`src/rtl/pcsmr_pkg.sv`:
```
// Package for the point cloud sector minimum range block: sizes, register codes,
// payload structs, sequencer states and the CORDIC arctangent table. No dependencies.
package pcsmr_pkg;

  localparam int MAX_POINTS   = 65536;
  localparam int CORDIC_STEPS = 16;
  localparam int HW_COUNT_MAX = 131071;
  localparam int COUNT_CAP_I  = (MAX_POINTS < HW_COUNT_MAX) ? MAX_POINTS : HW_COUNT_MAX;
  localparam logic [16:0] COUNT_CAP = 17'(COUNT_CAP_I);

  // Square root runs one result bit per cycle, 16 bits of root.
  localparam int SQRT_STEPS = 16;
  localparam int ITER_STEPS = (CORDIC_STEPS > SQRT_STEPS) ? CORDIC_STEPS : SQRT_STEPS;
  localparam int ITER_W     = $clog2(ITER_STEPS);
  localparam int ATAN_IDX_W = 5;

  // CORDIC vector width (mm * 256 with gain headroom) and Q30 angle width.
  localparam int CW = 27;
  localparam int AW = 34;
  localparam logic signed [AW-1:0] PI_Q30 = 34'sd3373259426;

  // Register reset values.
  localparam logic signed [12:0] MIN_HEIGHT_RST  = -13'sd200;
  localparam logic signed [12:0] MAX_HEIGHT_RST  = 13'sd900;
  localparam logic [14:0]        FRONT_ANGLE_RST = 15'd2867;
  localparam logic [14:0]        SIDE_LOW_RST    = 15'd3686;
  localparam logic [14:0]        SIDE_HIGH_RST   = 15'd12861;

  typedef enum logic [2:0] {
    CFG_MIN_HEIGHT  = 3'd0,
    CFG_MAX_HEIGHT  = 3'd1,
    CFG_FRONT_ANGLE = 3'd2,
    CFG_SIDE_LOW    = 3'd3,
    CFG_SIDE_HIGH   = 3'd4
  } cfg_idx_t;

  typedef enum logic [2:0] {
    ST_IDLE,
    ST_SQ_X,
    ST_SQ_Y,
    ST_ITER,
    ST_ROUND,
    ST_UPDATE,
    ST_EMIT
  } state_t;

  typedef struct packed {
    logic signed [15:0] x_mm;
    logic signed [15:0] y_mm;
    logic signed [15:0] z_mm;
    logic               point_ok;
    logic               last_point;
  } pcsmr_in_t;

  typedef struct packed {
    logic [15:0] front_range_mm;
    logic [15:0] left_range_mm;
    logic [15:0] right_range_mm;
    logic        front_found;
    logic        left_found;
    logic        right_found;
    logic [16:0] kept_count;
  } pcsmr_out_t;

  // atan(2^-i) in Q30.
  function automatic logic [30:0] atan_q30(input logic [ATAN_IDX_W-1:0] idx);
    logic [30:0] v;
    case (idx)
      5'd0:    v = 31'd843314857;
      5'd1:    v = 31'd497837829;
      5'd2:    v = 31'd263043837;
      5'd3:    v = 31'd133525159;
      5'd4:    v = 31'd67021687;
      5'd5:    v = 31'd33543516;
      5'd6:    v = 31'd16775851;
      5'd7:    v = 31'd8388437;
      5'd8:    v = 31'd4194283;
      5'd9:    v = 31'd2097149;
      5'd10:   v = 31'd1048576;
      5'd11:   v = 31'd524288;
      5'd12:   v = 31'd262144;
      5'd13:   v = 31'd131072;
      5'd14:   v = 31'd65536;
      5'd15:   v = 31'd32768;
      5'd16:   v = 31'd16384;
      5'd17:   v = 31'd8192;
      5'd18:   v = 31'd4096;
      5'd19:   v = 31'd2048;
      5'd20:   v = 31'd1024;
      5'd21:   v = 31'd512;
      5'd22:   v = 31'd256;
      5'd23:   v = 31'd128;
      default: v = 31'd0;
    endcase
    return v;
  endfunction

endpackage

```
`src/rtl/point_cloud_sector_min_range.sv`:
```
// Point cloud sector minimum range: top level, single module.
// Depends on pcsmr_pkg.
//
// Takes one lidar point per input word. A point is kept when point_ok is set
// and min_height_mm <= z_mm <= max_height_mm. A kept point is counted
// (saturating at the count cap) and its planar range (rounded sqrt of
// x*x + y*y) and bearing (CORDIC atan2, Q2.13 radians) are worked out; it then
// lowers the running minimum of the first matching sector: front, left or right.
// A word with last_point set closes the frame: one result word carries the
// three minima (0 when the sector saw nothing), the found flags and the count,
// and the frame state is cleared. Registers keep their values.
// Flow: a dropped point is taken without a stall. A kept point holds the input
// stalled through two passes through the shared 16x16 multiplier for x*x and
// y*y, 16 passes through the iteration unit (one root bit plus one CORDIC
// rotation per cycle), a rounding step and a sector update step. A last point
// then goes through the emit state to load the output register, and waits there
// while the previous result still sits stalled. Input words are taken while
// a result waits downstream. Config writes are only legal while idle.
module point_cloud_sector_min_range
  import pcsmr_pkg::*;
(
  input  logic        clk,
  input  logic        rst_n,
  // input point channel
  input  logic        in_valid,
  output logic        in_stall,
  input  pcsmr_in_t   in_data,
  // result channel
  output logic        out_valid,
  input  logic        out_stall,
  output pcsmr_out_t  out_data,
  // register write port
  input  logic        cfg_we,
  input  logic [2:0]  cfg_index,
  input  logic [14:0] cfg_data
);

  // ---------------------------------------------------------------------------
  // Registers
  // ---------------------------------------------------------------------------
  state_t state_r, state_nxt;

  logic signed [12:0] min_h_r;
  logic signed [12:0] max_h_r;
  logic [14:0]        front_ang_r;
  logic [14:0]        side_lo_r;
  logic [14:0]        side_hi_r;

  // captured point
  logic signed [15:0] x_r;
  logic signed [15:0] y_r;
  logic               zero_r;   // origin point, bearing forced to 0
  logic               last_r;

  // square root: remainder, partial root, current bit
  logic [31:0] rem_r;
  logic [31:0] root_r;
  logic [31:0] bit_r;

  // CORDIC vector and angle accumulator
  logic signed [CW-1:0] cx_r;
  logic signed [CW-1:0] cy_r;
  logic signed [AW-1:0] ang_r;

  logic [ITER_W-1:0] cnt_r;

  logic [15:0]        rng_r;
  logic signed [17:0] bear_r;

  // frame state
  logic [15:0] front_near_r;
  logic [15:0] left_near_r;
  logic [15:0] right_near_r;
  logic [2:0]  hits_r;       // bit0 front, bit1 left, bit2 right
  logic [16:0] kept_r;

  logic       out_valid_r;
  pcsmr_out_t out_r;

  // ---------------------------------------------------------------------------
  // Input side
  // ---------------------------------------------------------------------------
  logic               in_fire;
  logic               kept_in;
  logic signed [15:0] min_h_ext;
  logic signed [15:0] max_h_ext;
  logic               out_free;

  assign min_h_ext = {{3{min_h_r[12]}}, min_h_r};
  assign max_h_ext = {{3{max_h_r[12]}}, max_h_r};
  assign in_fire   = in_valid && !in_stall;
  assign kept_in   = in_data.point_ok &&
                     (in_data.z_mm >= min_h_ext) && (in_data.z_mm <= max_h_ext);
  // output register can take a word this cycle
  assign out_free  = !out_valid_r || !out_stall;

  // ---------------------------------------------------------------------------
  // Sequencer
  // ---------------------------------------------------------------------------
  always_comb begin
    state_nxt = state_r;
    in_stall  = 1'b1;
    unique case (state_r)
      ST_IDLE: begin
        in_stall = 1'b0;
        if (in_valid) begin
          if (kept_in) begin
            state_nxt = ST_SQ_X;
          end else if (in_data.last_point) begin
            state_nxt = ST_EMIT;
          end
        end
      end
      ST_SQ_X:  state_nxt = ST_SQ_Y;
      ST_SQ_Y:  state_nxt = ST_ITER;
      ST_ITER: begin
        if (cnt_r == ITER_W'(ITER_STEPS - 1)) begin
          state_nxt = ST_ROUND;
        end
      end
      ST_ROUND:  state_nxt = ST_UPDATE;
      ST_UPDATE: state_nxt = last_r ? ST_EMIT : ST_IDLE;
      ST_EMIT: begin
        if (out_free) begin
          state_nxt = ST_IDLE;
        end
      end
      default: state_nxt = ST_IDLE;
    endcase
  end

  // ---------------------------------------------------------------------------
  // Shared multiplier: x*x, then y*y accumulated
  // ---------------------------------------------------------------------------
  logic signed [15:0] mul_op;
  logic signed [31:0] mul_p;
  logic [31:0]        sq;

  assign mul_op = (state_r == ST_SQ_Y) ? y_r : x_r;
  assign mul_p  = mul_op * mul_op;
  assign sq     = 32'(unsigned'(mul_p));

  // ---------------------------------------------------------------------------
  // Iteration unit: one root bit and one CORDIC rotation per cycle
  // ---------------------------------------------------------------------------
  logic [32:0]          trial;
  logic                 trial_ok;
  logic signed [CW-1:0] cx_sh;
  logic signed [CW-1:0] cy_sh;
  logic signed [AW-1:0] atan_v;
  logic signed [CW-1:0] x_pre;
  logic signed [CW-1:0] y_pre;

  assign trial    = {1'b0, root_r} + {1'b0, bit_r};
  assign trial_ok = {1'b0, rem_r} >= trial;
  assign cx_sh    = cx_r >>> cnt_r;
  assign cy_sh    = cy_r >>> cnt_r;
  assign atan_v   = signed'({{(AW-31){1'b0}}, atan_q30(ATAN_IDX_W'(cnt_r))});
  // point scaled by 256
  assign x_pre    = {{(CW-24){x_r[15]}}, x_r, 8'd0};
  assign y_pre    = {{(CW-24){y_r[15]}}, y_r, 8'd0};

  // rounding of range and bearing
  logic signed [AW-1:0] ang_rnd;
  logic signed [AW-1:0] ang_sh;

  assign ang_rnd = ang_r + AW'(65536);
  assign ang_sh  = ang_rnd >>> 17;

  // ---------------------------------------------------------------------------
  // Sector classification
  // ---------------------------------------------------------------------------
  logic signed [17:0] abs_bear;
  logic signed [17:0] front_lim;
  logic signed [17:0] side_lo;
  logic signed [17:0] side_hi;
  logic               in_front;
  logic               in_left;
  logic               in_right;

  assign abs_bear  = bear_r[17] ? -bear_r : bear_r;
  assign front_lim = signed'({3'd0, front_ang_r});
  assign side_lo   = signed'({3'd0, side_lo_r});
  assign side_hi   = signed'({3'd0, side_hi_r});
  assign in_front  = abs_bear <= front_lim;
  assign in_left   = (bear_r >= side_lo) && (bear_r <= side_hi);
  assign in_right  = (bear_r <= -side_lo) && (bear_r >= -side_hi);

  // ---------------------------------------------------------------------------
  // Control and frame state
  // ---------------------------------------------------------------------------
  always_ff @(posedge clk) begin
    if (!rst_n) begin
      state_r      <= ST_IDLE;
      min_h_r      <= MIN_HEIGHT_RST;
      max_h_r      <= MAX_HEIGHT_RST;
      front_ang_r  <= FRONT_ANGLE_RST;
      side_lo_r    <= SIDE_LOW_RST;
      side_hi_r    <= SIDE_HIGH_RST;
      front_near_r <= '1;
      left_near_r  <= '1;
      right_near_r <= '1;
      hits_r       <= '0;
      kept_r       <= '0;
      out_valid_r  <= 1'b0;
    end else begin
      state_r <= state_nxt;

      if (cfg_we) begin
        unique case (cfg_index)
          CFG_MIN_HEIGHT:  min_h_r     <= signed'(cfg_data[12:0]);
          CFG_MAX_HEIGHT:  max_h_r     <= signed'(cfg_data[12:0]);
          CFG_FRONT_ANGLE: front_ang_r <= cfg_data;
          CFG_SIDE_LOW:    side_lo_r   <= cfg_data;
          CFG_SIDE_HIGH:   side_hi_r   <= cfg_data;
          default: ;
        endcase
      end

      if (out_valid_r && !out_stall) begin
        out_valid_r <= 1'b0;
      end

      if (state_r == ST_UPDATE) begin
        if (kept_r < COUNT_CAP) begin
          kept_r <= kept_r + 17'd1;
        end
        // first matching sector wins
        if (in_front) begin
          if (rng_r < front_near_r) front_near_r <= rng_r;
          hits_r[0] <= 1'b1;
        end else if (in_left) begin
          if (rng_r < left_near_r) left_near_r <= rng_r;
          hits_r[1] <= 1'b1;
        end else if (in_right) begin
          if (rng_r < right_near_r) right_near_r <= rng_r;
          hits_r[2] <= 1'b1;
        end
      end

      if (state_r == ST_EMIT && out_free) begin
        out_valid_r  <= 1'b1;
        front_near_r <= '1;
        left_near_r  <= '1;
        right_near_r <= '1;
        hits_r       <= '0;
        kept_r       <= '0;
      end
    end
  end

  // ---------------------------------------------------------------------------
  // Datapath (no reset)
  // ---------------------------------------------------------------------------
  always_ff @(posedge clk) begin
    if (in_fire) begin
      x_r    <= in_data.x_mm;
      y_r    <= in_data.y_mm;
      zero_r <= (in_data.x_mm == 16'sd0) && (in_data.y_mm == 16'sd0);
      last_r <= in_data.last_point;
    end

    case (state_r)
      ST_SQ_X: begin
        rem_r <= sq;
        // fold left half plane onto the right, angle starts at +/- pi
        if (x_r[15]) begin
          cx_r  <= -x_pre;
          cy_r  <= -y_pre;
          ang_r <= y_r[15] ? -PI_Q30 : PI_Q30;
        end else begin
          cx_r  <= x_pre;
          cy_r  <= y_pre;
          ang_r <= '0;
        end
      end
      ST_SQ_Y: begin
        rem_r  <= rem_r + sq;
        root_r <= '0;
        bit_r  <= 32'h4000_0000;
        cnt_r  <= '0;
      end
      ST_ITER: begin
        cnt_r <= cnt_r + ITER_W'(1);
        if (int'(cnt_r) < SQRT_STEPS) begin
          bit_r <= bit_r >> 2;
          if (trial_ok) begin
            rem_r  <= rem_r - trial[31:0];
            root_r <= (root_r >> 1) + bit_r;
          end else begin
            root_r <= root_r >> 1;
          end
        end
        if (int'(cnt_r) < CORDIC_STEPS) begin
          if (!cy_r[CW-1]) begin
            cx_r  <= cx_r + cy_sh;
            cy_r  <= cy_r - cx_sh;
            ang_r <= ang_r + atan_v;
          end else begin
            cx_r  <= cx_r - cy_sh;
            cy_r  <= cy_r + cx_sh;
            ang_r <= ang_r - atan_v;
          end
        end
      end
      ST_ROUND: begin
        rng_r  <= root_r[15:0] + 16'(rem_r > root_r);
        bear_r <= zero_r ? 18'sd0 : ang_sh[17:0];
      end
      default: ;
    endcase

    if (state_r == ST_EMIT && out_free) begin
      out_r.front_range_mm <= hits_r[0] ? front_near_r : 16'd0;
      out_r.left_range_mm  <= hits_r[1] ? left_near_r  : 16'd0;
      out_r.right_range_mm <= hits_r[2] ? right_near_r : 16'd0;
      out_r.front_found    <= hits_r[0];
      out_r.left_found     <= hits_r[1];
      out_r.right_found    <= hits_r[2];
      out_r.kept_count     <= kept_r;
    end
  end

  assign out_valid = out_valid_r;
  assign out_data  = out_r;

endmodule

```
`config.mk`:
```
export PLATFORM = sky130hd
export DESIGN_NAME = point_cloud_sector_min_range
export DESIGN_NICKNAME = d
export VERILOG_FILES = /design/src/rtl/pcsmr_pkg.sv /design/src/rtl/point_cloud_sector_min_range.sv
export SDC_FILE = /design/constraint.sdc
export NUM_CORES = 2
export LEC_CHECK = 0
export ABC_AREA = 1
export BUFFER_PORTS_ARGS = -buffer_cell sky130_fd_sc_hd__buf_4
export CORE_AREA = 2 2 332 334
export CTS_CLUSTER_SIZE = 40
export DETAILED_ROUTE_END_ITERATION = 7
export DIE_AREA = 0 0 334 336
export GPL_TIMING_DRIVEN = 1
export MAX_ROUTING_LAYER = met4
export PLACE_DENSITY = 0.61
export SYNTH_ARGS = -nofsm -noshare
export SYNTH_HDL_FRONTEND = slang
export SYNTH_SLANG_ARGS = --single-unit
```
`constraint.sdc`:
```
create_clock -name clk -period 16.05 [get_ports clk]
set_input_delay 0.8025 -clock clk [delete_from_list [all_inputs] [get_ports clk]]
set_output_delay 0.8025 -clock clk [all_outputs]
set_load 0.02 [all_outputs]
```
Yosys cells after proc, flatten, opt, wreduce, memory -nomap -nowiden
Memories as Yosys holds them, arrays and structs flattened. A register that Yosys moved wholly into a read port is not among the register bits. Index checks and enable logic that the tools add are counted.

Memories: 1. Output and inout port bits: 70. Word-level logic and storage cells: 152. ROM bits: 480. Bits in registers: 466.

Memory list: (no name shown) (words 16, bits a word 30, read ports 1, clocked after Yosys merged registers in 1, wr ports 0, RTL line pcsmr_pkg.sv:68) `case (idx)`.

Bitwise gates (word level): 3. Add/sub/neg operators: 19. Multiply operators: 1. $lt $le $gt $ge: 13. Equal/unequal tests: 16. Shift-type cells: 2. Reductions and logical operators: 34. Muxes and demuxes: 29.

Operators by type and width (count): $pmux 32 s2 (2); $mux 27 (4); $pmux 27 s2 (2); $mux 34 (3); $pmux 32 s3 (1); $pmux 34 s2 (1); $mux 32 (2); $add 27x27->27 (2); $neg 24->27 (2); $sshr 27x4->27 (2); $sub 27x27->27 (2); $lt 16x16->1 (3); $neg 15->18 (2); $add 34x18->34 const B (1); $add 34x32->34 (1); $sub 34x32->34 (1); $add 32x32->33 (1); $ge 32x33->1 (1); $add 31x32->32 (1); $add 32x32->32 (1); $gt 32x32->1 (1); $logic_not 16->1 (2); $mul 16x16->32 (1); $sub 32x32->32 (1); other kinds (37) (77).

Logic depth before layout (Yosys ltp)
Word-level depth: 6. Gate-level depth with buffers: 52. Depth with buffers taken out: 50.

Worst setup path after synthesis
OpenSTA, ideal clock, no wires.

Kind: flip-flop to flip-flop. From: reg state_r[2]. To: reg rem_r[31] (data pin). Data arrival time: 8.302 ns. Cell stages (with the launch flop): 44. Library setup time: 0.261 ns. Path slack: 7.487 ns. Cell sequence: dfxtp_1 -> inv_1 -> nand3_2 -> clkbuf_1 -> nand2_1 -> o21ai_1 -> clkinv_1 -> nor2_1 -> inv_1 -> fa_1 -> fa_1 -> inv_1 -> fa_1 -> fa_1 -> fa_1 -> inv_1 -> fa_1 -> inv_1 -> (+8 left out) -> inv_1 -> nand2_1 -> nor3_1 -> nand3_1 -> xor2_1 -> nand2_1 -> nand2_1 -> ha_1 -> a21oi_1 -> o21ai_0 -> a221oi_1 -> nand2_1 -> xor2_1 -> inv_1 -> nand3_1 -> nand2_1 -> nand2_1 -> nand2_1.

Word-level cells in the longest chain between the ends: 5. Elaborated cells on any way between the ends: 7. Those cells by class: add/sub (1); mul (1); eq/ne (3); mux (2).

Ends and longest elaborated chain: start: declaration (RTL line point_cloud_sector_min_range.sv:41) `state_t state_r, state_nxt;`; start signal: assignment (RTL line point_cloud_sector_min_range.sv:207) `state_r <= state_nxt;`; $eq 3x2->1 (RTL line point_cloud_sector_min_range.sv:139, point_cloud_sector_min_range.sv:263); $mux 16 (RTL line point_cloud_sector_min_range.sv:139) `assign mul_op = (state_r == ST_SQ_Y) ? y_r : x_r;`; $mul 16x16->32 (RTL line point_cloud_sector_min_range.sv:140) `assign mul_p = mul_op * mul_op;`; $add 32x32->32 (RTL line point_cloud_sector_min_range.sv:278) `rem_r <= rem_r + sq;`; $pmux 32 s3 * (RTL line point_cloud_sector_min_range.sv:263) `case (state_r)`; end signal: assignment (RTL line point_cloud_sector_min_range.sv:265) `rem_r <= sq;`; end signal: assignment (RTL line point_cloud_sector_min_range.sv:278); end signal: assignment (RTL line point_cloud_sector_min_range.sv:288) `rem_r <= rem_r - trial[31:0];`; end: declaration (RTL line point_cloud_sector_min_range.sv:56) `logic [31:0] rem_r;`.

Mark *: on every way between the ends. The rest lies on a longest branch, timed or not. A chain may end at the register's enable or synchronous reset.

Worst setup path after layout
Same ends and word-level chain as after synthesis.

==> results.md <==
- YS warnings: 0
- CTS tree: built
- Global-route wire length before repair: 230 mm
- Classification of the worst setup path: reg -> reg
- Gr ovfl total: 0
- Yosys cell types: 66
- Clock Tree Buf Depth: 3
- 1st-pass router iterations: 6
- CP Capture Type: flop
- Final setup TNS: 0 ns
- Max cap viols: 0
- Share of layout cells above drive strength 1: 0.0543
- # rows: 121
- Worst-path clk slew: 0.06 ns
- CTS root buf: clkbuf_16
- Inst Count DP: 8,028
- Simple-Gate Fraction of Synth Area: 0.231
- Mapped Cells: 6,602
- Sequential fraction of the synthesis area: 0.261
- Most used cell, CP: nand2_1
- Fin area: 0.0529 mm^2
- DR vias: 43,457
- Critical path arrival: 11.50 ns
- Vias in the first global route: 42,579
- Drt drc: 0
- Die area: 0.112 mm^2
- Worst Tran Pin Value: 1.15 ns
- F_max: 90.4 MHz
- Final setup fails: 0
- Crit path largest cell delay: 0.73 ns
- Starting DRT DRC Count: 3,112
- HP Class: in -> reg
- Mapped Area: 0.0485 mm^2
- Initial Utilization: 0.447
- Crit path max-delay family: adder cells
- Mux cell area share after synthesis: 0.00331
- CP Max Fanout: 34
- Syn avg cell area: 7.34 um^2
- Commonest non-fill, non-tap cells in the layout: nand2_1 (1,478), inv_1 (1,109), nor2_1 (550)
- Tcrit/Tclk final: 0.689
- Async set-reset flop share out of synthesis: 0
- IO Pins: 143
- Reg2Reg Setup Slack: 4.99 ns
- Placed instance area: 0.0509 mm^2
- Ys flop type: edfxtp_1
- Status: complete, no violations
- Fin crit period: 11.06 ns
- Synth Area in Adders: 0.221
- Commonest non-fill, non-tap cell in the layout: nand2_1
- Number of fillers in the final layout: 10,993
- TritonCTS buffer count: 58
- Layout Cells excl Fill: 8,138
- Antenna violations before repair: 1
- CP startpoint kind: flop
- Slew Limit Fails: 0
- Hold Buf Count CTS: 0
- Gr usage total: 0.262
- Xor-xnor portion of the synthesized cell area: 0.0450
- Post-DP HPWL: 114 mm
- Main combinational cell family by area after synthesis: simple AND/OR/NAND/NOR gates
- EDFF count, synth: 307
- Final hold violation count: 0
- Antenna viol nets, final: 0
- Compound-Gate Fraction of Synth Area: 0.136
- Net count, final: 7,461
- Core ar.: 0.108 mm^2
- Htree depth: 2
- Max stage delay cell, worst path: fa_1
- RD Place Congestion: 0.947
- Vias/cell: 5.34
- Final WL: 143 mm
- WP buf/inv: 9
- Avg WL per Cell: 17.6 um
- Clock sink total: 478
- Synthesized flop and latch total: 478
- Area Overhead vs Synth: 9.24%
- Chip width: 334 um
- Largest net degree at the start of global routing: 91
- Mapped Nets: 7,389
- PortBufs: 142
- Post-cts sizing count: 0
- Clock skew: 0.0318 ns
- RSZ-0062 raised after global routing: false
- Slew HR: 0.236
- CP required: 16.49 ns
- Die Y: 336 um
- Postcts setup bufs: 0
- Worst-skew pair later-pin latency: 0.68 ns
## area by class of cell
| cell class | count | area, um^2 | share of cell area |
|---|---|---|---|
| Clock inverter | 20 | 256 | 0.00485 |
| Sequential cell | 478 | 12600 | 0.239 |
| Multi-Input combinational cell | 4829 | 30900 | 0.584 |
| Antenna cell | 1 | 2.50 | 0.0000473 |
| Tap cell | 1414 | 1770 | 0.0334 |
| Clock buffer | 89 | 1800 | 0.0339 |
| Inverter | 1132 | 4250 | 0.0803 |
| Timing Repair Buffer | 175 | 1330 | 0.0251 |
## sequential cells by signal (all words and copies together), names as in the netlist, 4 cells and up
signal        count
kept_r           17
cy_r             27
bit_r            16
cx_r             27
x_r              16
left_near_r      16
side_hi_r        15
ang_r            34
atan_v           28
right_near_r     16
front_near_r     16
rng_r            16
max_h_r          13
bear_r           17
rem_r            32
y_r              16
side_lo_r        15
out_data         68
front_ang_r      15
min_h_r          13
root_r           32
cnt_r             4
## Yosys cell counts (5+ instances only)
library cell  instances  area share
fa_1                236       0.098
o21ai_2              15      0.0027
o21a_1               20      0.0031
a22oi_1               8      0.0012
buf_1                24      0.0019
xnor2_1              79       0.014
edfxtp_1            307        0.19
dfxtp_1             171       0.071
xor2_1              170       0.031
a31oi_1              37      0.0048
or2_2                16      0.0021
nand2_1            1480        0.11
clkinv_1              8     0.00062
o21bai_1             23      0.0036
buf_6                 8      0.0019
o21ai_0             396       0.041
o211ai_1             57      0.0088
nor2_2                9      0.0012
o22ai_1              14      0.0018
o221ai_1              8      0.0014
o311ai_0              5     0.00090
nand3_1             309       0.032
ha_1                478        0.12
inv_1              1112       0.086
nor3b_1               6     0.00093
o21ai_1              84      0.0087
a21oi_1             429       0.044
nand3_2               7      0.0014
a21o_1               15      0.0023
o31ai_1              15      0.0023
and2_1                8      0.0010
nand4_1             114       0.015
nor2_1              555       0.043
clkbuf_1             91      0.0070
nor3_1               94      0.0097
inv_2                12     0.00093
mux2i_1              16      0.0033
a211oi_1             14      0.0022
a21boi_0             10      0.0015
buf_2                36      0.0037
nor4_1               42      0.0054
or2_1                 9      0.0012
nand2_2              10      0.0013
## cell families after synthesis
logic type               Yosys count
XOR/XNOR                         249
buffers and inverters           1295
AO/OA/AOI/OAI                   1177
adder cells (fa/ha/maj)          714
flip-flops                       478
AND/OR/NAND/NOR                 2673
multiplexers                      16
## worst paths after layout
check	from	end	depth (start not counted)
worst max-delay path	state_r[2]	rem_r[31]	42
worst min-delay path	in_data[0]	last_r	1
worst max register to register	state_r[2]	rem_r[31]	42
worst min register to register	kept_r[4]	out_data[4]	0
## metal layers
metal,GRT usage,vias to the layer above,share of wire
met4,0.0726,0,0.027
met1,0.345,20335,0.46
li1,-,21826,-
met5,-,-,0
met2,0.434,1074,0.47
met3,0.0228,222,0.044
## metrics by stage
| step | hold WS, ns | setup WS (ns) | utilization |
|---|---|---|---|
| 6_report | 0.323 | 4.99 | 0.488 |
| 5_1_grt | 0.295 | 4.31 | 0.488 |
| 4_1_cts | 0.277 | 5.15 | 0.488 |
| 3_5_place_dp | 0.418 | 5.17 | 0.469 |
| 3_3_place_gp | 0.416 | 5.12 | 0.469 |
| 2_1_floorplan | 0.406 | 7.49 | - |
## worst reg2reg max path, delay by kind of cell, from the launching register on
family	cells	cell delay (ns)
AND/OR/NAND/NOR	21	3.79
adder cells (fa/ha/maj)	8	4.05
flip-flops	1	0.36
XOR/XNOR	2	0.37
buffers and inverters	9	1.68
AO/OA/AOI/OAI	2	0.56
Power is left out: the tool's default activity adds up to more than one toggle a clock period on the data nets, which glitch-free logic cannot reach.
